File: config.mk
export PLATFORM = sky130hd
export DESIGN_NAME = sector_cache_directory_lru
export DESIGN_NICKNAME = d
export VERILOG_FILES = /design/src/rtl/sccd_pkg.sv /design/src/rtl/sccd_scan_unit.sv /design/src/rtl/sector_cache_directory_lru.sv
export SDC_FILE = /design/constraint.sdc
export NUM_CORES = 2
export LEC_CHECK = 0
export BUFFER_PORTS_ARGS = -buffer_cell sky130_fd_sc_hd__buf_2
export CORE_MARGIN = 4
export CORE_UTILIZATION = 25
export CTS_CLUSTER_SIZE = 12
export DETAILED_ROUTE_END_ITERATION = 10
export PLACE_DENSITY = 0.44
export SETUP_SLACK_MARGIN = 0.05
export SYNTH_ARGS = -nofsm -noshare
export SYNTH_HDL_FRONTEND = slang
export SYNTH_SLANG_ARGS = --single-unit
File: constraint.sdc
create_clock -name i_clk -period 5.65 [get_ports i_clk]
set_input_delay 0.565 -clock i_clk [delete_from_list [all_inputs] [get_ports i_clk]]
set_output_delay 0.565 -clock i_clk [all_outputs]
set_load 0.02 [all_outputs]
File: src/rtl/sccd_pkg.sv
// ----------------------------------------------------------------------------
// sccd_pkg: shared types and constants of the sector cache directory
// field widths of the stream payload, request codes and scan status flags
// ----------------------------------------------------------------------------
`default_nettype none

package sccd_pkg;

    localparam int OP_W     = 2;
    localparam int SECTOR_W = 32;
    localparam int NOW_W    = 32;
    localparam int SLOT_W   = 6;

    localparam int IN_DATA_W   = 64;  // sector, now
    localparam int OUT_DATA_W  = 40;  // slot, writeback_sector, zero pad
    localparam int OUT_USER_W  = 3;   // hit, fill_needed, writeback

    typedef enum logic [OP_W-1:0] {
        OP_READ  = 2'd0,
        OP_WRITE = 2'd1,
        OP_FLUSH = 2'd2,
        OP_NONE  = 2'd3
    } t_op;

    // status of one lookup scan
    typedef struct packed {
        logic found_hit;
        logic found_inv;
        logic found_min;
    } t_scan_flags;

endpackage

`default_nettype wire

File: src/rtl/sccd_scan_unit.sv
// ----------------------------------------------------------------------------
// sccd_scan_unit: per-slot compare unit of the lookup scan
// takes one slot per cycle and keeps first hit, first free slot and oldest stamp
// ----------------------------------------------------------------------------
`default_nettype none

module sccd_scan_unit #(
    parameter int IDX_W      = 6,
    parameter int STAMP_BITS = 32
) (
    input  wire                          i_clk,
    input  wire                          i_rst_n,
    input  wire                          i_start,
    input  wire                          i_vld,
    input  wire  [IDX_W-1:0]             i_idx,
    input  wire                          i_valid_bit,
    input  wire  [sccd_pkg::SECTOR_W-1:0] i_tag,
    input  wire  [STAMP_BITS-1:0]        i_stamp,
    input  wire  [sccd_pkg::SECTOR_W-1:0] i_sector,
    output sccd_pkg::t_scan_flags        o_flags,
    output logic [IDX_W-1:0]             o_hit_idx,
    output logic [IDX_W-1:0]             o_inv_idx,
    output logic [IDX_W-1:0]             o_min_idx,
    output logic [sccd_pkg::SECTOR_W-1:0] o_min_tag
);
    import sccd_pkg::*;

    t_scan_flags           r_flags;
    logic [IDX_W-1:0]      r_hit_idx;
    logic [IDX_W-1:0]      r_inv_idx;
    logic [IDX_W-1:0]      r_min_idx;
    logic [SECTOR_W-1:0]   r_min_tag;
    logic [STAMP_BITS-1:0] r_min_stamp;

    logic take_hit;
    logic take_inv;
    logic take_min;

    // the single comparator pair shared by every slot of the scan
    assign take_hit = i_vld && i_valid_bit && !r_flags.found_hit && (i_tag == i_sector);
    assign take_inv = i_vld && !i_valid_bit && !r_flags.found_inv;
    assign take_min = i_vld && i_valid_bit &&
                      (!r_flags.found_min || (i_stamp < r_min_stamp));

    always_ff @(posedge i_clk) begin
        if (!i_rst_n || i_start) begin
            r_flags <= '0;
        end else begin
            if (take_hit) r_flags.found_hit <= 1'b1;
            if (take_inv) r_flags.found_inv <= 1'b1;
            if (take_min) r_flags.found_min <= 1'b1;
        end
    end

    always_ff @(posedge i_clk) begin
        if (take_hit) r_hit_idx <= i_idx;
        if (take_inv) r_inv_idx <= i_idx;
        if (take_min) begin
            r_min_idx   <= i_idx;
            r_min_tag   <= i_tag;
            r_min_stamp <= i_stamp;
        end
    end

    assign o_flags   = r_flags;
    assign o_hit_idx = r_hit_idx;
    assign o_inv_idx = r_inv_idx;
    assign o_min_idx = r_min_idx;
    assign o_min_tag = r_min_tag;

endmodule

`default_nettype wire

File: src/rtl/sector_cache_directory_lru.sv
// ----------------------------------------------------------------------------
// sector_cache_directory_lru: directory of a fully associative write-back
// sector cache with timestamp lru replacement
// ----------------------------------------------------------------------------
// usage
//   requests arrive on the s_axis channel: tuser carries the op (read, write,
//   flush), tdata the sector number and the current tick. results leave on the
//   m_axis channel, one transfer per result, tlast on the final result of a
//   request.
//   a read or write request scans all ENTRIES slots through one tag/stamp
//   compare unit, one slot per cycle, from the registered read port of the
//   tag and stamp memories. the look state issues the slot reads, the drain
//   state lets the last slot through the compare unit, and the decide state
//   loads the result; the next request is taken once the sequencer is idle.
//   a flush walks the dirty bits one slot per cycle, moves to the emit state
//   on each dirty slot for the tag read and the result, and stops at the last
//   dirty slot. a flush with nothing dirty gives one empty result. op code 3
//   is dropped without a result.
//   s_axis_tready is high only while the sequencer is idle; one request is
//   in work at a time. a result sits in the output register until taken, and
//   the sequencer holds before loading the next result while it is full.
//   reset clears valid and dirty bits, the sequencer and the output register;
//   no clearing pass is needed, the memory contents are used only for valid slots.
// ----------------------------------------------------------------------------
`default_nettype none

module sector_cache_directory_lru #(
    parameter int ENTRIES    = 64,
    parameter int STAMP_BITS = 32
) (
    input  wire                             i_clk,
    input  wire                             i_rst_n,
    // request channel
    input  wire                             s_axis_tvalid,
    output logic                            s_axis_tready,
    input  wire  [sccd_pkg::IN_DATA_W-1:0]  s_axis_tdata,   // sector[31:0], now[63:32]
    input  wire  [sccd_pkg::OP_W-1:0]       s_axis_tuser,   // op[1:0]
    // result channel
    output logic                            m_axis_tvalid,
    input  wire                             m_axis_tready,
    output logic [sccd_pkg::OUT_DATA_W-1:0] m_axis_tdata,   // slot[5:0], wb sector[37:6], 0
    output logic [sccd_pkg::OUT_USER_W-1:0] m_axis_tuser,   // hit[0], fill_needed[1], wb[2]
    output logic                            m_axis_tlast
);
    import sccd_pkg::*;

    localparam int IDX_W = $clog2(ENTRIES);
    localparam logic [IDX_W-1:0] LAST_IDX = IDX_W'(ENTRIES - 1);

    typedef enum logic [6:0] {
        S_IDLE   = 7'b0000001,
        S_LOOK   = 7'b0000010,  // issue slot reads
        S_DRAIN  = 7'b0000100,  // last slot in the compare unit
        S_DECIDE = 7'b0001000,  // pick slot, update directory, give result
        S_FSCAN  = 7'b0010000,  // walk dirty bits
        S_FEMIT  = 7'b0100000,  // tag read done, give writeback result
        S_FEMPTY = 7'b1000000   // flush with nothing dirty
    } t_state;

    // sequencer and request registers
    t_state                r_state, n_state;
    logic [IDX_W-1:0]      r_cnt, n_cnt;
    t_op                   r_op;
    logic [SECTOR_W-1:0]   r_sector;
    logic [STAMP_BITS-1:0] r_now;
    logic                  r_pipe_vld;
    logic [IDX_W-1:0]      r_pipe_idx;

    // directory state held in flops
    logic [ENTRIES-1:0]    r_valid, n_valid;
    logic [ENTRIES-1:0]    r_dirty, n_dirty;

    // tag and stamp memories with registered read
    logic [SECTOR_W-1:0]   tag_mem   [ENTRIES];
    logic [STAMP_BITS-1:0] stamp_mem [ENTRIES];
    logic [SECTOR_W-1:0]   r_tag_rd;
    logic [STAMP_BITS-1:0] r_stamp_rd;
    logic                  tag_we;
    logic                  stamp_we;
    logic [IDX_W-1:0]      wr_addr;

    // output register
    logic                  r_out_valid;
    logic [IDX_W-1:0]      r_out_idx;
    logic                  r_out_hit;
    logic                  r_out_fill;
    logic                  r_out_wb;
    logic [SECTOR_W-1:0]   r_out_wsec;
    logic                  r_out_last;
    logic                  ld_out;
    logic [IDX_W-1:0]      n_out_idx;
    logic                  n_out_hit;
    logic                  n_out_fill;
    logic                  n_out_wb;
    logic [SECTOR_W-1:0]   n_out_wsec;
    logic                  n_out_last;

    logic                  in_xfer;
    logic                  issue;
    logic [ENTRIES-1:0]    dirty_rest;

    // scan results
    t_scan_flags           scan_flags;
    logic [IDX_W-1:0]      hit_idx;
    logic [IDX_W-1:0]      inv_idx;
    logic [IDX_W-1:0]      min_idx;
    logic [SECTOR_W-1:0]   min_tag;
    logic [IDX_W-1:0]      vic_idx;

    assign s_axis_tready = (r_state == S_IDLE);
    assign in_xfer       = s_axis_tvalid && s_axis_tready;
    assign issue         = (r_state == S_LOOK);

    sccd_scan_unit #(
        .IDX_W      (IDX_W),
        .STAMP_BITS (STAMP_BITS)
    ) u_scan (
        .i_clk       (i_clk),
        .i_rst_n     (i_rst_n),
        .i_start     (in_xfer),
        .i_vld       (r_pipe_vld),
        .i_idx       (r_pipe_idx),
        .i_valid_bit (r_valid[r_pipe_idx]),
        .i_tag       (r_tag_rd),
        .i_stamp     (r_stamp_rd),
        .i_sector    (r_sector),
        .o_flags     (scan_flags),
        .o_hit_idx   (hit_idx),
        .o_inv_idx   (inv_idx),
        .o_min_idx   (min_idx),
        .o_min_tag   (min_tag)
    );

    // victim: first free slot, else oldest stamp (lowest index on ties)
    assign vic_idx = scan_flags.found_inv ? inv_idx : min_idx;

    // dirty slots other than the one being flushed; all lie above it
    always_comb begin
        dirty_rest        = r_dirty;
        dirty_rest[r_cnt] = 1'b0;
    end

    always_comb begin
        n_state    = r_state;
        n_cnt      = r_cnt;
        n_valid    = r_valid;
        n_dirty    = r_dirty;
        ld_out     = 1'b0;
        n_out_idx  = '0;
        n_out_hit  = 1'b0;
        n_out_fill = 1'b0;
        n_out_wb   = 1'b0;
        n_out_wsec = '0;
        n_out_last = 1'b1;
        tag_we     = 1'b0;
        stamp_we   = 1'b0;
        wr_addr    = r_cnt;

        unique case (r_state)
            S_IDLE: begin
                n_cnt = '0;
                if (in_xfer) begin
                    unique case (t_op'(s_axis_tuser))
                        OP_READ, OP_WRITE: n_state = S_LOOK;
                        OP_FLUSH:          n_state = (r_dirty == '0) ? S_FEMPTY : S_FSCAN;
                        default:           n_state = S_IDLE;
                    endcase
                end
            end
            S_LOOK: begin
                n_cnt = r_cnt + 1'b1;
                if (r_cnt == LAST_IDX) begin
                    n_state = S_DRAIN;
                end
            end
            S_DRAIN: begin
                n_state = S_DECIDE;
            end
            S_DECIDE: begin
                if (!r_out_valid) begin
                    ld_out   = 1'b1;
                    stamp_we = 1'b1;
                    if (scan_flags.found_hit) begin
                        wr_addr   = hit_idx;
                        n_out_idx = hit_idx;
                        n_out_hit = 1'b1;
                    end else begin
                        wr_addr    = vic_idx;
                        n_out_idx  = vic_idx;
                        n_out_fill = 1'b1;
                        // a victim taken by stamp is always valid
                        n_out_wb   = !scan_flags.found_inv && r_dirty[min_idx];
                        n_out_wsec = n_out_wb ? min_tag : '0;
                        tag_we     = 1'b1;
                        n_valid[vic_idx] = 1'b1;
                        n_dirty[vic_idx] = 1'b0;
                    end
                    if (r_op == OP_WRITE) begin
                        n_dirty[wr_addr] = 1'b1;
                    end
                    n_state = S_IDLE;
                end
            end
            S_FSCAN: begin
                if (r_dirty[r_cnt]) begin
                    n_state = S_FEMIT;
                end else begin
                    n_cnt = r_cnt + 1'b1;
                end
            end
            S_FEMIT: begin
                if (!r_out_valid) begin
                    ld_out     = 1'b1;
                    n_out_idx  = r_cnt;
                    n_out_wb   = 1'b1;
                    n_out_wsec = r_tag_rd;
                    n_out_last = (dirty_rest == '0);
                    n_dirty    = dirty_rest;
                    n_cnt      = r_cnt + 1'b1;
                    n_state    = n_out_last ? S_IDLE : S_FSCAN;
                end
            end
            S_FEMPTY: begin
                if (!r_out_valid) begin
                    ld_out  = 1'b1;
                    n_state = S_IDLE;
                end
            end
            default: begin
                n_state = S_IDLE;
            end
        endcase
    end

    // control registers
    always_ff @(posedge i_clk) begin
        if (!i_rst_n) begin
            r_state     <= S_IDLE;
            r_cnt       <= '0;
            r_valid     <= '0;
            r_dirty     <= '0;
            r_pipe_vld  <= 1'b0;
            r_out_valid <= 1'b0;
        end else begin
            r_state    <= n_state;
            r_cnt      <= n_cnt;
            r_valid    <= n_valid;
            r_dirty    <= n_dirty;
            r_pipe_vld <= issue;
            if (ld_out) begin
                r_out_valid <= 1'b1;
            end else if (m_axis_tready) begin
                r_out_valid <= 1'b0;
            end
        end
    end

    // request and result payload
    always_ff @(posedge i_clk) begin
        r_pipe_idx <= r_cnt;
        if (in_xfer) begin
            r_op     <= t_op'(s_axis_tuser);
            r_sector <= s_axis_tdata[SECTOR_W-1:0];
            r_now    <= STAMP_BITS'(s_axis_tdata[SECTOR_W +: NOW_W]);
        end
        if (ld_out) begin
            r_out_idx  <= n_out_idx;
            r_out_hit  <= n_out_hit;
            r_out_fill <= n_out_fill;
            r_out_wb   <= n_out_wb;
            r_out_wsec <= n_out_wsec;
            r_out_last <= n_out_last;
        end
    end

    // memories: one write port, read port follows the slot counter
    always_ff @(posedge i_clk) begin
        if (tag_we) begin
            tag_mem[wr_addr] <= r_sector;
        end
        r_tag_rd <= tag_mem[r_cnt];
    end

    always_ff @(posedge i_clk) begin
        if (stamp_we) begin
            stamp_mem[wr_addr] <= r_now;
        end
        r_stamp_rd <= stamp_mem[r_cnt];
    end

    assign m_axis_tvalid = r_out_valid;
    assign m_axis_tdata  = {(OUT_DATA_W - SLOT_W - SECTOR_W)'(0), r_out_wsec,
                            SLOT_W'(r_out_idx)};
    assign m_axis_tuser  = {r_out_wb, r_out_fill, r_out_hit};
    assign m_axis_tlast  = r_out_last;

    // a flush result is only built for a slot that is dirty
    a_flush_dirty : assert property (@(posedge i_clk) disable iff (!i_rst_n)
        (r_state == S_FEMIT) |-> r_dirty[r_cnt])
        else $error("flush emit on a clean slot");

    // the final flush result leaves no dirty slot behind
    a_flush_clean : assert property (@(posedge i_clk) disable iff (!i_rst_n)
        (ld_out && (r_state == S_FEMIT) && n_out_last) |=> (r_dirty == '0))
        else $error("dirty slot left after flush");

    // a hit names a slot that is valid
    a_hit_valid : assert property (@(posedge i_clk) disable iff (!i_rst_n)
        (ld_out && (r_state == S_DECIDE) && scan_flags.found_hit) |-> r_valid[hit_idx])
        else $error("hit on an invalid slot");

    // a lookup result always leaves its slot valid
    a_slot_valid : assert property (@(posedge i_clk) disable iff (!i_rst_n)
        (ld_out && (r_state == S_DECIDE)) |=> r_valid[r_out_idx])
        else $error("lookup slot not valid after update");

endmodule

`default_nettype wire

==> impl_metrics.csv <==
group,metric,value,unit
sta,min_period,5110,ps
floorplan,initial_core_util,0.251,
synth,synth-seq-cells,4502,
synth,yosys-top-cells-area,"edfxtp_1 78%, a22oi_1 7.2%, dfxtp_1 2.6%",
clock_tree,max-clock-path-buffers,4,
setup_path,arrival,5910,ps
power_and_ir_drop,internal_power,0.0562,W
routing,dr_wl_met3,46600,um
global_route,grt_pass1_vias,95100,
sta,fmax,0.196,GHz
sta,maxSlewHeadroom,-0.0825,
floorplan,io_pins,116,
setup_path,worstSetupPathType,"flop to flop",
routing,drt_pass1_iterations,6,
layout,layout-drive-gt1-share,0.141,
routing,wl_met1,259000,um
synth,ys.flop_type,"edfxtp_1",
clock_tree,cts_tree,"done",
synth,synth_edf_count,4286,
power_and_ir_drop,clkPwrFrac,0.373,
global_route,grt-ovfl-total,0,
clock_tree,htree_levels,5,
power_and_ir_drop,p_per_area,392,mW/mm^2
placement,dp.cells,17900,
global_route,grt_pass1_wl,815000,um
routing,drc,0,
placement,dp_hpwl,354000,um
clock_tree,ctsResizeCount,0,
run,maxCapViolations,1,
floorplan,die-width,820,um
power_and_ir_drop,power_frac_comb,0.114,
synth,synth_top_area_share,0.781,
power_and_ir_drop,p_sw_frac,0.261,
synth,yosysTopAreaCell,"edfxtp_1",
placement,port_buffers,113,
sta,final.setup.worst_slack,544,ps
sta,finalSetupViolCount,0,
clock_tree,numCtsBuffers,450,
run_status,violations,"max-capacitance violations, max-slew violations",
floorplan,fp.dieH,820,um
global_route,grt_max_degree,84,
layout,layout.nets,9890,
clock_tree,root_buffer,"clkbuf_16",
worst_hold_path,hp-class,"input port to flop",
setup_path,cp_max_fo,56,
setup_path,startpoint_type,"flop",
clock_tree,clk_pin_slew,70,ps
floorplan,die-area,0.672,sq mm
routing,antenna_left,0,
power_and_ir_drop,switchingPower,0.0198,W
layout,area_growth_syn_to_layout,18.0,%
sta,hold_viol,0,
floorplan,core,0.656,sq mm
routing,route.met2.wl,279000,um
synth,syn_avg_cell_area,17.8,sq um
sta,setup_tns,0,ps
routing,dr_total_vias,97700,
run_status,outcome,"finished, violations left",
synth,syn_area,0.165,sq mm
clock_tree,cts.sinks,4502,
routing,post_drt_wl_per_cell,31.8,um
routing,dr.first_iter.drc_count,12200,
sta,slew_viol_final,2,
floorplan,rows,297,
routing,wirelength,598000,um
synth,synth_cell_type_count,65,
power_and_ir_drop,leakagePower,57.0,nW
power_and_ir_drop,vdd_ir_drop_max,0.000275,V
synth,seq_area_frac_synth,0.808,
routing,vias_per_cell,5.20,
routing,dr.max_layer_used,"met5",
placement,gp_congestion,0.811,
power_and_ir_drop,seq_power_share,0.513,
synth,synth-async-reset-ratio,0,
setup_path,cp_data_required_time,6460,ps
sta,rsz0062_at_grt,"false",
synth,syn_inst,9270,
power_and_ir_drop,power.total,0.0761,W
synth,synth-warning-count,0,
global_route,grt_antenna_before_repair,47,
clock_tree,worstSkewPairLatency,1050,ps
sta,timing.final.crit_share,0.904,
layout,final_cells,18800,
sta,finClkSkew,68.1,ps
setup_path,endpoint_kind,"flop",
sta,tightest_slew,1610,ps
global_route,grtUsageTotal,0.171,
placement,post-place-ws,746,ps
-- cells in the final DEF, fill, tap and decap left out, types with 149 or more instances in the layout --
cell and count:
edfxtp_1 4286, a41oi_1 166, buf_4 406, a22oi_1 1572, nor2_1 225, o21ai_0 149, a31oi_1 287, clkbuf_1 186
clkbuf_16 457, a21oi_1 247, a221oi_1 241, a22o_1 276, dfxtp_1 212
-- state kept, by name, indices dropped and copies added (netlist names), 7 cells and up --
name,count
r_dirty,64
r_tag_rd,32
r_sector,32
stamp_mem,2048
r_stamp_rd,32
r_now,32
r_state,7
r_out_wsec,32
r_valid,64
u_scan.r_min_stamp,32
tag_mem,2048
u_scan.o_min_tag,32
-- cell type report --
type,instances,area (sq um)
diodes,5,12.5
fillers,64400,461000
clock buffers,665,12400
repair buffers,699,6540
well taps,8671,10800
multi-input cells,4087,30200
inverters,48,181
flip-flops and latches,4502,133000
clock inverters,107,1070
-- worst max-delay path, stage by stage (launching register included) --
cell      delay (ps)
dfxtp_2          950
clkinv_1         500
and3_4           630
buf_12           350
a22o_1           270
a221oi_1         230
a31oi_1          380
nor4_1          1010
nand3_1          390
-- worst paths after layout --
path | startpoint | end | slack [ps] | depth (start not counted)
max reg2reg | r_cnt[2] | r_tag_rd[2] | 540 | 8
min reg2reg | r_stamp_rd[20] | u_scan.r_min_stamp[20] | 400 | 0
max | r_cnt[2] | r_tag_rd[2] | 540 | 8
min | i_rst_n | r_valid[5] | 70 | 2
-- logic make-up after synthesis --
group                      Yosys count  share of synthesized area
and+or+nand+nor                    850                     0.0252
muxes                               76                    0.00836
AOI/OAI and AO/OA                 3094                      0.138
adders and majority gates           32                    0.00243
buffers and inverters              682                     0.0163
DFF                               4502                      0.808
other                                1                  0.0000228
xor gates and xnor gates            33                    0.00175
-- synth_stat cells, drive strengths merged (3+ instances only) --
| library cell | number |
|---|---|
| nor4 | 97 |
| and2 | 10 |
| a221oi | 241 |
| o211ai | 28 |
| edfxtp | 4286 |
| mux2i | 24 |
| nor2b | 8 |
| mux4 | 49 |
| o32a | 4 |
| a41oi | 166 |
| nor3 | 23 |
| nand2b | 9 |
| xnor2 | 14 |
| mux2 | 3 |
| or3b | 7 |
| nor2 | 364 |
| a22oi | 1572 |
| a21o | 12 |
| xor2 | 19 |
| nand3b | 12 |
| a22o | 276 |
| inv | 46 |
| nand3 | 77 |
| a31oi | 287 |
| or3 | 9 |
| o31ai | 3 |
| nor3b | 4 |
| or2 | 3 |
| ha | 32 |
| a21oi | 247 |
| and3 | 10 |
| buf | 190 |
| nand4 | 142 |
| dfxtp | 216 |
| clkbuf | 444 |
| o21ai | 149 |
| o21a | 86 |
| nand2 | 71 |
-- stage by stage --
step                      hold slack [ps]   util  cell area [sq um]
after detailed placement              439  0.275             180000
after floorplan                       329      -             165000
after CTS                            1.71  0.296             194000
after global placement                432  0.275             180000
final                                73.6  0.296             194000
after global routing                 67.8  0.296             194000
-- layer usage --
layer | vias up | track usage
li1 | 40100 | -
met1 | 52100 | 0.242
met2 | 4699 | 0.275
met3 | 789 | 0.0278
met4 | 10 | 0.0368
met5 | - | 0
-- power groups by stage --
stage	registers (W)	logic, W	clock network [W]
finish	0.0390	0.00866	0.0284
CTS	0.0391	0.00870	0.0290
global placement	0.0398	0.00855	0
detailed placement	0.0398	0.00864	0
floorplan	0.0402	0.00335	0
global route	0.0390	0.00914	0.0303
-- timing repair --
action / 4_1_cts / 5_1_grt
hold endpoints to repair: 70 / 0
buffers inserted: 0 / 0
hold buffers: 67 / 0
Power figures use the tool's default switching activity.
